==> src/design/pcxrle_pkg.sv <==
// ----------------------------------------------------------------------------
// PCX RLE decoder package
// Shared types, constants and helpers for the PCX run-length decoder.
// ----------------------------------------------------------------------------
package pcxrle_pkg;

    // Width of the internal buffer address; it wraps at 2**ADDR_BITS.
    localparam int ADDR_BITS = 24;

    localparam logic [7:0]  RUN_MARK = 8'hC0;
    localparam logic [5:0]  RUN_MASK = 6'h3F;
    localparam logic [16:0] CNT_MAX  = 17'h1FFFF;

    // Configuration register indexes
    localparam logic [1:0] CFG_IMAGE_WIDTH  = 2'd0;
    localparam logic [1:0] CFG_IMAGE_HEIGHT = 2'd1;
    localparam logic [1:0] CFG_LINE_PADDING = 2'd2;

    typedef logic [ADDR_BITS-1:0] addr_t;

    typedef struct packed {
        logic [7:0] code_byte;
        logic       start_of_image;
    } in_t;

    typedef struct packed {
        logic [7:0]  pixel_value;
        logic [23:0] pixel_address;
        logic        last_of_run;
        logic        image_done;
    } out_t;

    // Controller to datapath
    typedef struct packed {
        logic accept;   // input transfer this cycle
        logic step;     // emit the next pixel of a run
    } cmd_t;

    // Datapath to controller
    typedef struct packed {
        logic emits;    // the offered byte gives at least one pixel
        logic multi;    // the offered byte gives more than one pixel
        logic rem_last; // the run has one pixel left
    } status_t;

    // Show the buffer address in its low 24 bits.
    function automatic logic [23:0] addr_view(addr_t a);
        logic [31:0] w;
        w = 32'(a);
        return w[23:0];
    endfunction

endpackage

==> src/design/pcxrle_ctrl.sv <==
// ----------------------------------------------------------------------------
// PCX RLE decoder controller
// Sequences input transfers and run expansion; owns the output valid flag.
// ----------------------------------------------------------------------------
module pcxrle_ctrl
(
    input  logic                clk,
    input  logic                rst_n,
    input  logic                in_valid,
    output logic                in_stall,
    output logic                out_valid,
    input  logic                out_stall,
    input  pcxrle_pkg::status_t status,
    output pcxrle_pkg::cmd_t    cmd
);

    typedef enum logic [1:0]
    {
        ST_IDLE = 2'b01,
        ST_EMIT = 2'b10
    } state_t;

    state_t state_reg;
    state_t state_next;
    logic   out_valid_reg;
    logic   out_valid_next;
    logic   out_free;

    assign out_free  = !out_valid_reg || !out_stall;
    assign in_stall  = !((state_reg == ST_IDLE) && out_free);
    assign out_valid = out_valid_reg;

    always_comb
    begin
        cmd.accept = in_valid && !in_stall;
        cmd.step   = (state_reg == ST_EMIT) && out_free;
    end

    always_comb
    begin
        state_next = state_reg;
        case (state_reg)
            ST_IDLE:
            begin
                if (cmd.accept && status.multi)
                begin
                    state_next = ST_EMIT;
                end
            end
            ST_EMIT:
            begin
                if (cmd.step && status.rem_last)
                begin
                    state_next = ST_IDLE;
                end
            end
            default:
            begin
                state_next = ST_IDLE;
            end
        endcase
    end

    always_comb
    begin
        if ((cmd.accept && status.emits) || cmd.step)
        begin
            out_valid_next = 1'b1;
        end
        else if (!out_stall)
        begin
            out_valid_next = 1'b0;
        end
        else
        begin
            out_valid_next = out_valid_reg;
        end
    end

    always_ff @(posedge clk or negedge rst_n)
    begin
        if (!rst_n)
        begin
            state_reg     <= ST_IDLE;
            out_valid_reg <= 1'b0;
        end
        else
        begin
            state_reg     <= state_next;
            out_valid_reg <= out_valid_next;
        end
    end

endmodule

==> src/design/pcxrle_dpath.sv <==
// ----------------------------------------------------------------------------
// PCX RLE decoder datapath
// Configuration, decode state, run register and the output pixel register.
// ----------------------------------------------------------------------------
module pcxrle_dpath
(
    input  logic                clk,
    input  logic                rst_n,
    input  pcxrle_pkg::in_t     in_data,
    input  logic                cfg_write,
    input  logic [1:0]          cfg_index,
    input  logic [16:0]         cfg_data,
    input  pcxrle_pkg::cmd_t    cmd,
    output pcxrle_pkg::status_t status,
    output pcxrle_pkg::out_t    out_data
);

    // Configuration
    logic [16:0] width_reg;
    logic [16:0] height_reg;
    logic [15:0] pad_reg;

    // Decode state
    logic              pend_reg;
    logic [5:0]        rl_reg;
    logic [16:0]       col_reg;
    logic [16:0]       row_reg;
    pcxrle_pkg::addr_t addr_reg;
    logic              fin_reg;

    // Run in progress
    logic [7:0]        pix_reg;
    logic [5:0]        rem_reg;
    logic              row_end_reg;
    logic              done_reg;
    pcxrle_pkg::out_t  out_reg;

    // Byte decode
    logic              clr;
    logic              pend_e;
    logic [5:0]        rl_e;
    logic [16:0]       col_e;
    logic [16:0]       row_e;
    pcxrle_pkg::addr_t addr_e;
    logic              fin_e;
    logic              ignore;
    logic              is_mark;
    logic              gives;
    logic [5:0]        count;
    logic [17:0]       col_sum;
    logic [16:0]       col_after;
    logic              row_end;
    logic [16:0]       row_inc;
    logic              done;
    pcxrle_pkg::addr_t pad_acc;
    pcxrle_pkg::addr_t pad_step;

    // A start flag clears the image state before the byte is handled.
    assign clr    = in_data.start_of_image;
    assign pend_e = clr ? 1'b0  : pend_reg;
    assign rl_e   = clr ? 6'd0  : rl_reg;
    assign col_e  = clr ? 17'd0 : col_reg;
    assign row_e  = clr ? 17'd0 : row_reg;
    assign addr_e = clr ? '0    : addr_reg;
    assign fin_e  = clr ? 1'b0  : fin_reg;

    assign ignore  = fin_e || (row_e >= height_reg);
    assign is_mark = in_data.code_byte >= pcxrle_pkg::RUN_MARK;
    assign gives   = !ignore && (pend_e || !is_mark);
    assign count   = pend_e ? rl_e : 6'd1;

    // Column count saturates at its maximum.
    assign col_sum   = {1'b0, col_e} + 18'(count);
    assign col_after = col_sum[17] ? pcxrle_pkg::CNT_MAX : col_sum[16:0];
    assign row_end   = col_after >= width_reg;
    assign row_inc   = row_e + 17'd1;
    assign done      = row_end && (row_inc >= height_reg);

    assign pad_acc  = row_end ? pcxrle_pkg::addr_t'(pad_reg) : '0;
    assign pad_step = (row_end_reg && (rem_reg == 6'd1)) ?
                      pcxrle_pkg::addr_t'(pad_reg) : '0;

    always_comb
    begin
        status.emits    = gives && (count != 6'd0);
        status.multi    = gives && (count > 6'd1);
        status.rem_last = rem_reg == 6'd1;
    end

    assign out_data = out_reg;

    always_ff @(posedge clk or negedge rst_n)
    begin
        if (!rst_n)
        begin
            width_reg  <= 17'd1;
            height_reg <= 17'd1;
            pad_reg    <= 16'd0;
        end
        else if (cfg_write)
        begin
            case (cfg_index)
                pcxrle_pkg::CFG_IMAGE_WIDTH:  width_reg  <= cfg_data;
                pcxrle_pkg::CFG_IMAGE_HEIGHT: height_reg <= cfg_data;
                pcxrle_pkg::CFG_LINE_PADDING: pad_reg    <= cfg_data[15:0];
                default:
                begin
                end
            endcase
        end
    end

    always_ff @(posedge clk or negedge rst_n)
    begin
        if (!rst_n)
        begin
            pend_reg <= 1'b0;
            rl_reg   <= 6'd0;
            col_reg  <= 17'd0;
            row_reg  <= 17'd0;
            addr_reg <= '0;
            fin_reg  <= 1'b0;
        end
        else if (cmd.accept)
        begin
            if (gives)
            begin
                pend_reg <= 1'b0;
                rl_reg   <= rl_e;
                col_reg  <= row_end ? 17'd0 : col_after;
                row_reg  <= row_end ? row_inc : row_e;
                fin_reg  <= row_end ? done : fin_e;
                if (count == 6'd0)
                begin
                    addr_reg <= addr_e + pad_acc;
                end
                else if (count == 6'd1)
                begin
                    addr_reg <= addr_e + pcxrle_pkg::addr_t'(1) + pad_acc;
                end
                else
                begin
                    addr_reg <= addr_e + pcxrle_pkg::addr_t'(1);
                end
            end
            else if (!ignore)
            begin
                // count byte: hold the run length for the next byte
                pend_reg <= 1'b1;
                rl_reg   <= in_data.code_byte[5:0] & pcxrle_pkg::RUN_MASK;
                col_reg  <= col_e;
                row_reg  <= row_e;
                addr_reg <= addr_e;
                fin_reg  <= fin_e;
            end
            else
            begin
                pend_reg <= pend_e;
                rl_reg   <= rl_e;
                col_reg  <= col_e;
                row_reg  <= row_e;
                addr_reg <= addr_e;
                fin_reg  <= fin_e;
            end
        end
        else if (cmd.step)
        begin
            addr_reg <= addr_reg + pcxrle_pkg::addr_t'(1) + pad_step;
        end
    end

    always_ff @(posedge clk)
    begin
        if (cmd.accept)
        begin
            pix_reg     <= in_data.code_byte;
            rem_reg     <= count - 6'd1;
            row_end_reg <= row_end;
            done_reg    <= done;
            if (status.emits)
            begin
                out_reg.pixel_value   <= in_data.code_byte;
                out_reg.pixel_address <= pcxrle_pkg::addr_view(addr_e);
                out_reg.last_of_run   <= count == 6'd1;
                out_reg.image_done    <= done;
            end
        end
        else if (cmd.step)
        begin
            rem_reg               <= rem_reg - 6'd1;
            out_reg.pixel_value   <= pix_reg;
            out_reg.pixel_address <= pcxrle_pkg::addr_view(addr_reg);
            out_reg.last_of_run   <= rem_reg == 6'd1;
            out_reg.image_done    <= done_reg;
        end
    end

endmodule

==> src/design/pcx_rle_decoder.sv <==
// ----------------------------------------------------------------------------
// PCX RLE decoder
// Expands a PCX run-length byte stream into addressed pixels.
// ----------------------------------------------------------------------------
// One compressed byte is taken per input transfer. A literal byte yields one
// pixel, presented in the output register the cycle after its transfer, so
// literals stream at one byte per clock while out_stall is low. A count byte
// (0xC0 and above) yields nothing; the data byte that follows it yields n
// pixels (n from 0 to 63), one per cycle while out_stall is low, starting
// the cycle after its transfer; input is stalled while the rest of the run
// is emitted from the single output pixel register. The next byte
// can be taken in the same cycle that the held pixel is transferred; while a
// pixel is held by out_stall, input is stalled too. Each pixel carries its
// buffer address; at a row end the address skips line_padding bytes. After
// the last row, bytes are dropped until one arrives with start_of_image set.
// Write configuration only while the block is idle; cfg_ready is always high.
// No clearing pass after reset.
// ----------------------------------------------------------------------------
module pcx_rle_decoder
(
    input  logic             clk,
    input  logic             rst_n,
    // compressed byte channel
    input  logic             in_valid,
    output logic             in_stall,
    input  pcxrle_pkg::in_t  in_data,
    // pixel channel
    output logic             out_valid,
    input  logic             out_stall,
    output pcxrle_pkg::out_t out_data,
    // configuration write channel
    input  logic             cfg_valid,
    output logic             cfg_ready,
    input  logic [1:0]       cfg_index,
    input  logic [16:0]      cfg_data
);

    pcxrle_pkg::cmd_t    cmd;
    pcxrle_pkg::status_t status;

    // Registers take writes on any cycle.
    assign cfg_ready = 1'b1;

    pcxrle_ctrl u_ctrl
    (
        .clk       (clk),
        .rst_n     (rst_n),
        .in_valid  (in_valid),
        .in_stall  (in_stall),
        .out_valid (out_valid),
        .out_stall (out_stall),
        .status    (status),
        .cmd       (cmd)
    );

    pcxrle_dpath u_dpath
    (
        .clk       (clk),
        .rst_n     (rst_n),
        .in_data   (in_data),
        .cfg_write (cfg_valid && cfg_ready),
        .cfg_index (cfg_index),
        .cfg_data  (cfg_data),
        .cmd       (cmd),
        .status    (status),
        .out_data  (out_data)
    );

    // Take a byte only when the output register is free or being drained.
    a_accept_needs_room: assert property (@(posedge clk) disable iff (!rst_n)
        !in_stall |-> (!out_valid || !out_stall))
        else $error("input taken while output register is blocked");

    // A pixel that is not the last of its run is followed at once by the next.
    a_run_continues: assert property (@(posedge clk) disable iff (!rst_n)
        (out_valid && !out_stall && !out_data.last_of_run) |=> out_valid)
        else $error("run expansion broke off early");

    // All pixels of one run carry the same completion flag.
    a_done_steady: assert property (@(posedge clk) disable iff (!rst_n)
        (out_valid && !out_stall && !out_data.last_of_run) |=>
        (out_data.image_done == $past(out_data.image_done)))
        else $error("image_done changed within a run");

endmodule
==> config.mk <==
export PLATFORM = sky130hd
export DESIGN_NAME = pcx_rle_decoder
export DESIGN_NICKNAME = d
export VERILOG_FILES = /design/src/design/pcxrle_pkg.sv /design/src/design/pcxrle_ctrl.sv /design/src/design/pcxrle_dpath.sv /design/src/design/pcx_rle_decoder.sv
export SDC_FILE = /design/constraint.sdc
export NUM_CORES = 1
export LEC_CHECK = 0
export BUFFER_PORTS_ARGS = -buffer_cell sky130_fd_sc_hd__buf_4
export CAP_MARGIN = 15
export CORE_MARGIN = 10
export CORE_UTILIZATION = 28
export CTS_BUF_LIST = sky130_fd_sc_hd__clkbuf_4 sky130_fd_sc_hd__clkbuf_8 sky130_fd_sc_hd__clkbuf_16
export CTS_CLUSTER_DIAMETER = 200
export CTS_CLUSTER_SIZE = 10
export DETAILED_ROUTE_END_ITERATION = 10
export GPL_TIMING_DRIVEN = 0
export HOLD_SLACK_MARGIN = 0.02
export SYNTH_ARGS = -nofsm -noshare
export SYNTH_HDL_FRONTEND = slang
export SYNTH_HIERARCHICAL = 1
export SYNTH_SLANG_ARGS = --single-unit
==> constraint.sdc <==
create_clock -name clk -period 6.7 [get_ports clk]
set_input_delay 0.67 -clock clk [delete_from_list [all_inputs] [get_ports clk]]
set_output_delay 0.67 -clock clk [all_outputs]
set_load 0.05 [all_outputs]
### Word-level counts from Yosys, hierarchy flattened

Cells that the tools add are included.

| word-level totals | value |
|---|---|
| flip-flop bits (word level) | 169 |

| operators by class | value |
|---|---|
| muxes and demuxes | 35 |
| reduce and logical (&&, ||, !) cells | 29 |
| $lt $le $gt $ge | 5 |
| eq/ne operators | 10 |
| add/sub/neg operators | 9 |

Operators with widths:

| operator | count |
|---|---|
| $mux 24 | 6 |
| $mux 17 | 7 |
| $mux 34 | 3 |
| $add 24x24->24 | 3 |
| $ge 17x17->1 | 3 |
| $add 24x1->24 const B | 2 |
| $mux 6 | 6 |
| $mux 16 | 2 |
| $add 17x6->18 | 1 |
| $add 17x1->17 const B | 1 |
| $eq 6x1->1 const B | 2 |
| $sub 6x1->6 const B | 2 |
| $logic_and 1x1->1 | 11 |
| $reduce_and 2->1 | 5 |
| $ge 8x8->1 const B | 1 |
| $mux 1 | 8 |
| $gt 6x1->1 const B | 1 |
| $logic_not 6->1 | 1 |
| $reduce_bool 6->1 | 1 |
| $logic_not 1->1 | 5 |
| $eq 2x1->1 const B | 2 |
| $eq 2x2->1 const B | 2 |
| $logic_or 1x1->1 | 4 |
| $mux 2 | 2 |
| other kinds (5) | 7 |

### Depth between registers and ports, before layout

Gate-level depths: netlist of the first run.

| depth | value |
|---|---|
| depth in word-level cells | 11 |
| depth in mapped cells | 43 |
| mapped depth without buffers | 34 |

### By module

The synthesis of the first run kept the hierarchy.

By module, submodules not included:

| module | times used | cells an instance | area an instance (um^2) | seq. area each (um^2) |
|---|---|---|---|---|
| pcxrle_dpath | 1 | 1608 | 13974.7 | 4406.7 |
| pcxrle_ctrl | 1 | 17 | 163.9 | 76.3 |
| pcx_rle_decoder | 1 | 2 | 11.3 | 0.0 |

### Worst setup path before layout of the first run

OpenSTA, ideal clock, no wires.

| timing path | value |
|---|---|
| path type | in2reg |
| start | in in_data[0] (netlist bit) |
| end | reg u_dpath.addr_reg[8] |
| arrival | 9.001 ns |
| stages | 40 |
| slack | -2.433 ns |
| buffers on the path | 12 |
| path through | buf_2 > buf_2 > buf_2 > buf_1 > clkbuf_1 > buf_1 > clkbuf_1 > clkbuf_1 > nor2b_1 > ha_1 > a21oi_1 > o21ai_0 > a31oi_1 > o21bai_1 > nor2b_1 > nand3_1 > or3_1 > clkbuf_1 > (+4 left out) > buf_2 > nor3_4 > inv_2 > buf_2 > clkbuf_1 > and2_1 > ha_1 > ha_1 > a21o_1 > maj3_1 > a221oi_1 > o31ai_4 > a31oi_2 > o21ba_2 > mux2i_1 > xnor2_1 > o22ai_1 > a2bb2oi_1 |

| between the ends | value |
|---|---|
| word-level cells in the longest chain between the ends | 11 |
| elaborated cells on any way between the ends | 25 |

Ends and longest elaborated chain:

| item | line | source |
|---|---|---|
| start, declared | pcx_rle_decoder.sv:26 | `input pcxrle_pkg::in_t in_data,` |
| $mux 6 / $mux 1 (equally long branches) | pcxrle_dpath.sv:61, pcxrle_dpath.sv:60 |  |
| $mux 6 | pcxrle_dpath.sv:70 | `assign count = pend_e ? rl_e : 6'd1;` |
| $add 17x6->18 * | pcxrle_dpath.sv:73 | `assign col_sum = {1'b0, col_e} + 18'(count);` |
| $mux 17 * | pcxrle_dpath.sv:74 | `assign col_after = col_sum[17] ? pcxrle_pkg::CNT_MAX : col_sum[16:0];` |
| $ge 17x17->1 * | pcxrle_dpath.sv:75 | `assign row_end = col_after >= width_reg;` |
| via u_dpath.row_end | pcxrle_dpath.sv:52 | `logic row_end;` |
| $mux 16 * | pcxrle_dpath.sv:79 | `assign pad_acc = row_end ? pcxrle_pkg::addr_t'(pad_reg) : '0;` |
| $add 24x24->24 | pcxrle_dpath.sv:139 | `addr_reg <= addr_e + pcxrle_pkg::addr_t'(1) + pad_acc;` |
| $mux 24 | pcxrle_dpath.sv:137 | `else if (count == 6'd1)` |
| $mux 24 * | pcxrle_dpath.sv:133 | `if (count == 6'd0)` |
| $mux 24 * | pcxrle_dpath.sv:126 | `if (gives)` |
| $mux 24 * | pcxrle_dpath.sv:124 | `else if (cmd.accept)` |
| end signal, assigned | pcxrle_dpath.sv:135 | `addr_reg <= addr_e + pad_acc;` |
| end signal, assigned | pcxrle_dpath.sv:139 |  |
| end signal, assigned | pcxrle_dpath.sv:143 | `addr_reg <= addr_e + pcxrle_pkg::addr_t'(1);` |
| end, declared | pcxrle_dpath.sv:28 | `pcxrle_pkg::addr_t addr_reg;` |

Mark *: on every way through the listed nets, which the timed path passes. The rest lies on a longest branch.
A chain may end at the register's enable or synchronous reset.

### Final worst setup path of the first run

| timing path | value |
|---|---|
| start | in in_data[0] (netlist bit) |
| end | reg u_dpath.addr_reg[8] |

| between the ends | value |
|---|---|
| word-level cells in the longest chain between the ends | 11 |
| elaborated cells on any way between the ends | 25 |

Ends and longest elaborated chain:

| item | line |
|---|---|
| $mux 6 / $mux 1 (equally long branches) | pcxrle_dpath.sv:61, pcxrle_dpath.sv:60 |
| $mux 6 | pcxrle_dpath.sv:70 |
| $add 17x6->18 | pcxrle_dpath.sv:73 |
| $mux 17 | pcxrle_dpath.sv:74 |
| $ge 17x17->1 | pcxrle_dpath.sv:75 |
| $mux 16 | pcxrle_dpath.sv:79 |
| $add 24x24->24 | pcxrle_dpath.sv:139 |
| $mux 24 | pcxrle_dpath.sv:137 |
| $mux 24 | pcxrle_dpath.sv:133 |
| $mux 24 * | pcxrle_dpath.sv:126 |
| $mux 24 * | pcxrle_dpath.sv:124 |

Every way passes the cells marked *; elsewhere a longest branch is shown, timed or not.

==> results.toml, run 1 <==
[status]
status = "finished with violations"
violations = "setup timing"

[worst_setup_path]
slowest_delay_ns = 0.58
critPathLaunchType = "input pin"
slowest_stage = "or4_4"
critPathArrivalTime_ns = 7.19
rr_startpoint = "u_dpath/pend_reg"
reg2reg_to = "u_dpath/addr_reg[8]"
cp-end-kind = "register"
worstPathRequired_ns = 7.01
cpMostUsedCell = "buf_12"
reg2reg_slack_ns = -0.16
ff2ff_path_depth = 36
worstSetupPathType = "in2reg"
critPathMaxFanout = 7

[drt]
first_pass_iters = 5
drc = 0
drt-vias-per-instance = 5.574
wl_per_cell_microns = 23.09
vias = 13770
drt_iter0_drc = 1218
drt-total-wl_microns = 57040
antenna_left = 0

[pwr]
power.total_mw = 5.156
internal-power_mw = 2.781
p_comb_share_pct = 49.2
p_per_area_mw_per_mm2 = 292.0
vdd_drop_max_mv = 0.1287
p_leak_nw = 7.497
power_switching_mw = 2.376
p_clk_share_pct = 20.1
switching_share_pct = 46.07
pwr-share-seq_pct = 30.8

[synth]
yosysWarningCount = 6
async_reset_ff_share_pct = 70.41
yosys_register_bits = 169
synth_most_common_cell = "nand2_1"
seq_area_frac_synth_pct = 31.68
synth-edff-count = 50
synth_common_cells = "160 x nand2_1, 116 x dfrtp_1, 98 x ha_1"
syn-num-nets = 1760
synthTopCellsByArea = "dfrtp_1 21%, edfxtp_1 11%, ha_1 8.7%"
synthCells = 1627
synthesis.area_sq_mm = 0.01415
yosysUniqueCellTypes = 99
yosys.area.top_type = "dfrtp_1"
synth-main-ff-cell = "dfrtp_1"
syn_avg_cell_area_sq_um = 8.697
yosys.area.top_type_share_pct = 20.51

[die]
core_sq_mm = 0.05007
die_w_microns = 244.8
dieArea_sq_mm = 0.05993
ios = 70
die-height_microns = 244.8
start_util_pct = 28.26
fp-row-count = 82

[cells_and_area]
largest_register_ffs = 34
drive_gt1_share_pct = 21.76
fin_util_pct = 35.27
multiInputGateArea_sq_mm = 0.009791
ff_latch_area_sq_mm = 0.004483
area_delta_synth_final_pct = 24.80
num-fill-cells = 5202
stdcell_area_sq_mm = 0.01766
nets = 1918

[grt]
grt_first_pass_wirelength_microns = 85280
grt_use_met2_pct = 29.93
grt_pass1_vias = 13550
gr-usage-all-layers_pct = 18.56
overflow = 0
grt.met3_usage_pct = 3.030
grt_start_max_net_pins = 69
busiest_layer = "met2"
grt_use_met1_pct = 24.35
antenna_found_initial = 1

[sta]
fin_crit_sh_pct = 102.7
timing.final.ws_setup_ns = -0.1818
finalHoldViolCount = 0
setup_viol = 17
fin_skew_ns = 0.01653
max_slew_margin_pct = 25.07
fmax_mhz = 145.3
min_period_ns = 6.882
hold_slack_ns = 0.1731
final_max_slew_viol_count = 0
rsz0062_at_grt = "yes"
worst_slew_pin_slew_ns = 1.116

[clocking]
numCtsBuffers = 17
ctsHoldBuffers = 0
clock_latency_ns = 0.47
clkTransAtPathRegs_ns = 0.07
cts-root-buf = "clkbuf_16"
max-clock-path-buffers = 2
cts_sinks = 169
htreeDepth = 4
cts_tree = "built"

[place]
gp_congestion = 0.9448
dp_slack_ns = -3.810
io_buffers = 68
dpl_cell_area_sq_mm = 0.01581
hpwl_microns = 42390

[run]
cap_violations = 0

[min_path]
min_path_type = "in2async"
layer usage:
metal / part of all wire [%] / vias to the layer above
met1: 44 / 6812
li1: - / 6308
met3: 6.7 / 92
met5: 0 / -
met2: 46 / 557
met4: 3.6 / 0
critical path: cells and delay by family:
family | cells | cell delay (ns)
compound gates | 14 | 2.38
xor+xnor | 2 | 0.33
mux | 1 | 0.22
simple gates | 8 | 1.66
fa+ha+maj | 4 | 0.90
buf+inv | 9 | 1.00
what timing repair did:
item	4_1_cts	5_1_grt
resized for setup	109	60
setup buffers	44	32
pin swaps	47	47
setup endpoints to repair	96	22
gates cloned	0	1
power groups by stage:
| stage | clock network (mW) | registers [mW] | logic [mW] |
|---|---|---|---|
| 2_1_floorplan | 0 | 1.71 | 1.41 |
| 3_3_place_gp | 0 | 1.59 | 2.31 |
| 3_5_place_dp | 0 | 1.59 | 2.36 |
| 4_1_cts | 1.06 | 1.57 | 2.45 |
| 5_1_grt | 1.10 | 1.62 | 2.73 |
| 6_report | 1.03 | 1.59 | 2.54 |
how the worst max path moves through the flow:
| stage | startpoint | to | slack [ns] | cells past startpoint |
|---|---|---|---|---|
| 3_3_place_gp | in_data[0] | u_dpath/addr_reg[19] | -3.81 | 40 |
| 5_1_grt | u_dpath/pend_reg | u_dpath/addr_reg[22] | -0.39 | 36 |
| 6_report | in_data[0] | u_dpath/addr_reg[8] | -0.18 | 38 |
| 4_1_cts | in_data[0] | u_dpath/addr_reg[8] | -0.68 | 43 |
| 3_5_place_dp | in_data[0] | u_dpath/addr_reg[19] | -3.81 | 40 |
| 2_1_floorplan | in_data[0] | u_dpath/addr_reg[6] | -0.94 | 42 |
cell type report:
cell class / count / share of cell area [%]
Multi-Input combinational cell: 1287 / 55.44
Clock inverter: 12 / 0.7156
Inverter: 83 / 1.814
Antenna cell: 1 / 0.01417
Buffer: 80 / 2.409
Clock buffer: 19 / 2.629
Sequential cell: 169 / 25.39
Tap cell: 672 / 4.761
Timing Repair Buffer: 147 / 6.830
kinds of logic (layout without fill, tap and decap cells):
logic type                 after synthesis  count (layout)  synth area share, %
DFF                                    169             169                31.68
xor gates and xnor gates               115             115                7.118
muxes                                   61              61                4.748
other                                    1               2              0.02650
buffers and inverters                  171             341                4.713
AOI/OAI and AO/OA                      438             438                21.24
adders and majority gates              105             105                9.302
and+or+nand+nor                        567             567                21.17
cell usage in the layout, fill, tap and decap left out, types with 16 or more instances in the layout:
cell | netlist | routed
a21o_1 | 28 | 28
a21oi_1 | 80 | 69
a22o_1 | 27 | 27
a31oi_1 | 29 | 26
and2_1 | 40 | 31
and3_1 | 38 | 37
buf_4 | 1 | 140
clkbuf_1 | 68 | 61
clkbuf_16 | 0 | 19
dfrtp_1 | 116 | 116
edfxtp_1 | 50 | 50
ha_1 | 98 | 80
ha_4 | 0 | 16
inv_1 | 82 | 77
mux2_2 | 48 | 48
nand2_1 | 160 | 154
nand3_1 | 55 | 49
nand4_1 | 23 | 23
nor2_1 | 83 | 82
nor2b_1 | 50 | 44
nor3_1 | 28 | 26
o211ai_1 | 22 | 22
o21a_1 | 18 | 18
o21ai_0 | 91 | 76
xnor2_1 | 68 | 67
xor2_1 | 47 | 46
through the flow:
stage / TNS, ns / std cells
3_3_place_gp: -192.32 / 2367
5_1_grt: -5.883 / 2469
4_1_cts: -10.92 / 2444
2_1_floorplan: -17.03 / 1627
3_5_place_dp: -165.40 / 2369
6_report: -1.511 / 2470
Power figures use the tool's default switching activity.
==> run 2: changes to the inputs <==
- clock period: 6.7 -> 7.25 ns (I/O delays scaled with it)
==> run 2 against run 1 <==
  * The flow now finishes without violations
  * First-iteration DRC count is 7.1% lower
  * Routed wire length fell by 5.5%
  * Clock skew fell by 0.00052 ns
  * Combinational power decreased by 11%
  * Highest routed layer is now met5
==> results.toml, run 2 (synthesis results as in run 1) <==
[sta]
finalHoldViolCount = 0
final_max_slew_viol_count = 0
fin_skew_ns = 0.01601
timing.final.ws_setup_ns = 0.1747
fin_crit_sh_pct = 97.59
setup_tns_ns = 0
min_period_ns = 7.075
hold_slack_ns = 0.1702
worst_slew_pin_slew_ns = 1.123
setup_viol = 0
fmax_mhz = 141.3
max_slew_margin_pct = 24.62

[cells_and_area]
final_common_cell = "nand2_1"
layout_common_cells = "155 x nand2_1, 122 x buf_4, 116 x dfrtp_1, 92 x ha_1, 82 x nor2_1"
drive_gt1_share_pct = 18.64
largest_register_ffs = 34
fin_util_pct = 34.34
nets = 1901
num-fill-cells = 5213
stdcell_count = 2454
area_delta_synth_final_pct = 21.51
stdcell_area_sq_mm = 0.01719

[clocking]
cts-root-buf = "clkbuf_16"
clock_latency_ns = 0.47
numCtsBuffers = 17
max-clock-path-buffers = 2
clkTransAtPathRegs_ns = 0.07
cts_tree = "built"
htreeDepth = 4
cts_sinks = 169

[pwr]
internal-power_mw = 2.569
p_leak_nw = 7.395
p_comb_share_pct = 48.0
vdd_drop_max_mv = 0.1235
p_clk_share_pct = 20.7
p_per_area_mw_per_mm2 = 272.5
switching_share_pct = 45.17
power_switching_mw = 2.116
power.total_mw = 4.685
pwr-share-seq_pct = 31.3

[drt]
drc = 0
wl_per_cell_microns = 21.97
first_pass_iters = 8
drt_iter0_drc = 1131
drt-vias-per-instance = 5.546
antenna_left = 0
vias = 13610
drt-total-wl_microns = 53930

[worst_setup_path]
reg2reg_slack_ns = 0.25
reg2reg_to = "u_dpath/addr_reg[19]"
critPathArrivalTime_ns = 7.39
slowest_delay_ns = 0.44
critPathMaxFanout = 8
ff2ff_path_depth = 35
worstSetupPathType = "in2reg"
worstPathRequired_ns = 7.56
critPathLaunchType = "input pin"
slowest_stage = "or3_4"
rr_startpoint = "u_dpath/pend_reg"
cp-end-kind = "register"
cpMostUsedCell = "buf_12"

[die]
fp-row-count = 82
die_w_microns = 244.8
core_sq_mm = 0.05007
start_util_pct = 28.26
dieArea_sq_mm = 0.05993
die-height_microns = 244.8
ios = 70

[grt]
grt_first_pass_wirelength_microns = 81450
gr-usage-all-layers_pct = 17.52
overflow = 0
grt_pass1_vias = 13470
antenna_found_initial = 2
grt_start_max_net_pins = 80

[place]
io_buffers = 68
dp_slack_ns = -3.230
gp_congestion = 0.9828
dpl_cell_area_sq_mm = 0.01581
dp.cells = 2369
hpwl_microns = 41150

[status]
status = "completed"

[run]
cap_violations = 0

[min_path]
min_path_type = "in2async"
run 2: cell count changes in the layout (fill, tap and decap cells not counted), sizes merged:
cell / previous run / this run
buf: 164 / 145
clkbuf: 82 / 85
clkinv: 4 / 1
inv: 88 / 91
bufinv: 1 / 2
clkinvlp: 2 / 1
run 2: worst max-delay path, delay by kind of cell:
family	cells	cell delay, ns
xor gates and xnor gates	1	0.15
buffers and inverters	11	1.37
adders and majority gates	5	1.21
muxes	1	0.21
and+or+nand+nor	6	1.18
AOI/OAI and AO/OA	15	2.51
run 2: timing repair:
action	4_1_cts	5_1_grt
hold buffers	0	0
gates resized for setup	65	36
gates cloned	0	1
endpoints found under the hold margin	0	0
setup endpoints to repair	62	20
buffers inserted	33	25
pin swaps	34	29
run 2: worst max path at each step:
stage | slack [ns] | startpoint | depth (start not counted) | endpoint
2_1_floorplan | -0.44 | in_data[0] | 42 | u_dpath/addr_reg[6]
3_3_place_gp | -3.22 | in_data[0] | 40 | u_dpath/addr_reg[19]
3_5_place_dp | -3.23 | in_data[0] | 40 | u_dpath/addr_reg[19]
4_1_cts | -0.02 | in_data[0] | 41 | u_dpath/addr_reg[22]
5_1_grt | -0.03 | in_data[0] | 38 | u_dpath/addr_reg[22]
6_report | 0.17 | in_data[0] | 39 | u_dpath/addr_reg[8]
run 2: routing by layer:
metal | global-route usage (%) | wire length, microns | vias to the layer above
li1 | - | - | 6269
met1 | 22.56 | 23440 | 6691
met2 | 27.27 | 24120 | 549
met3 | 3.975 | 4183 | 99
met4 | 8.457 | 2170 | 2
met5 | 0 | 12 | -
run 2: power groups by stage:
stage / combinational, mW / clock [mW] / sequential (mW)
floorplan: 1.30 / 0 / 1.58
global placement: 2.09 / 0 / 1.47
detailed placement: 2.14 / 0 / 1.47
CTS: 2.18 / 0.994 / 1.46
global route: 2.42 / 1.03 / 1.49
finish: 2.25 / 0.972 / 1.47
run 2: layout make-up:
class / count / area (sq um) / area share (%)
Inverter: 83 / 317.8 / 1.848
Clock inverter: 12 / 150.1 / 0.8732
Antenna cell: 1 / 2.502 / 0.01455
Buffer: 81 / 454.2 / 2.642
Clock buffer: 20 / 460.4 / 2.678
Timing Repair Buffer: 129 / 1062 / 6.178
Tap cell: 672 / 840.8 / 4.890
Multi-Input combinational cell: 1287 / 9423 / 54.80
Sequential cell: 169 / 4483 / 26.07
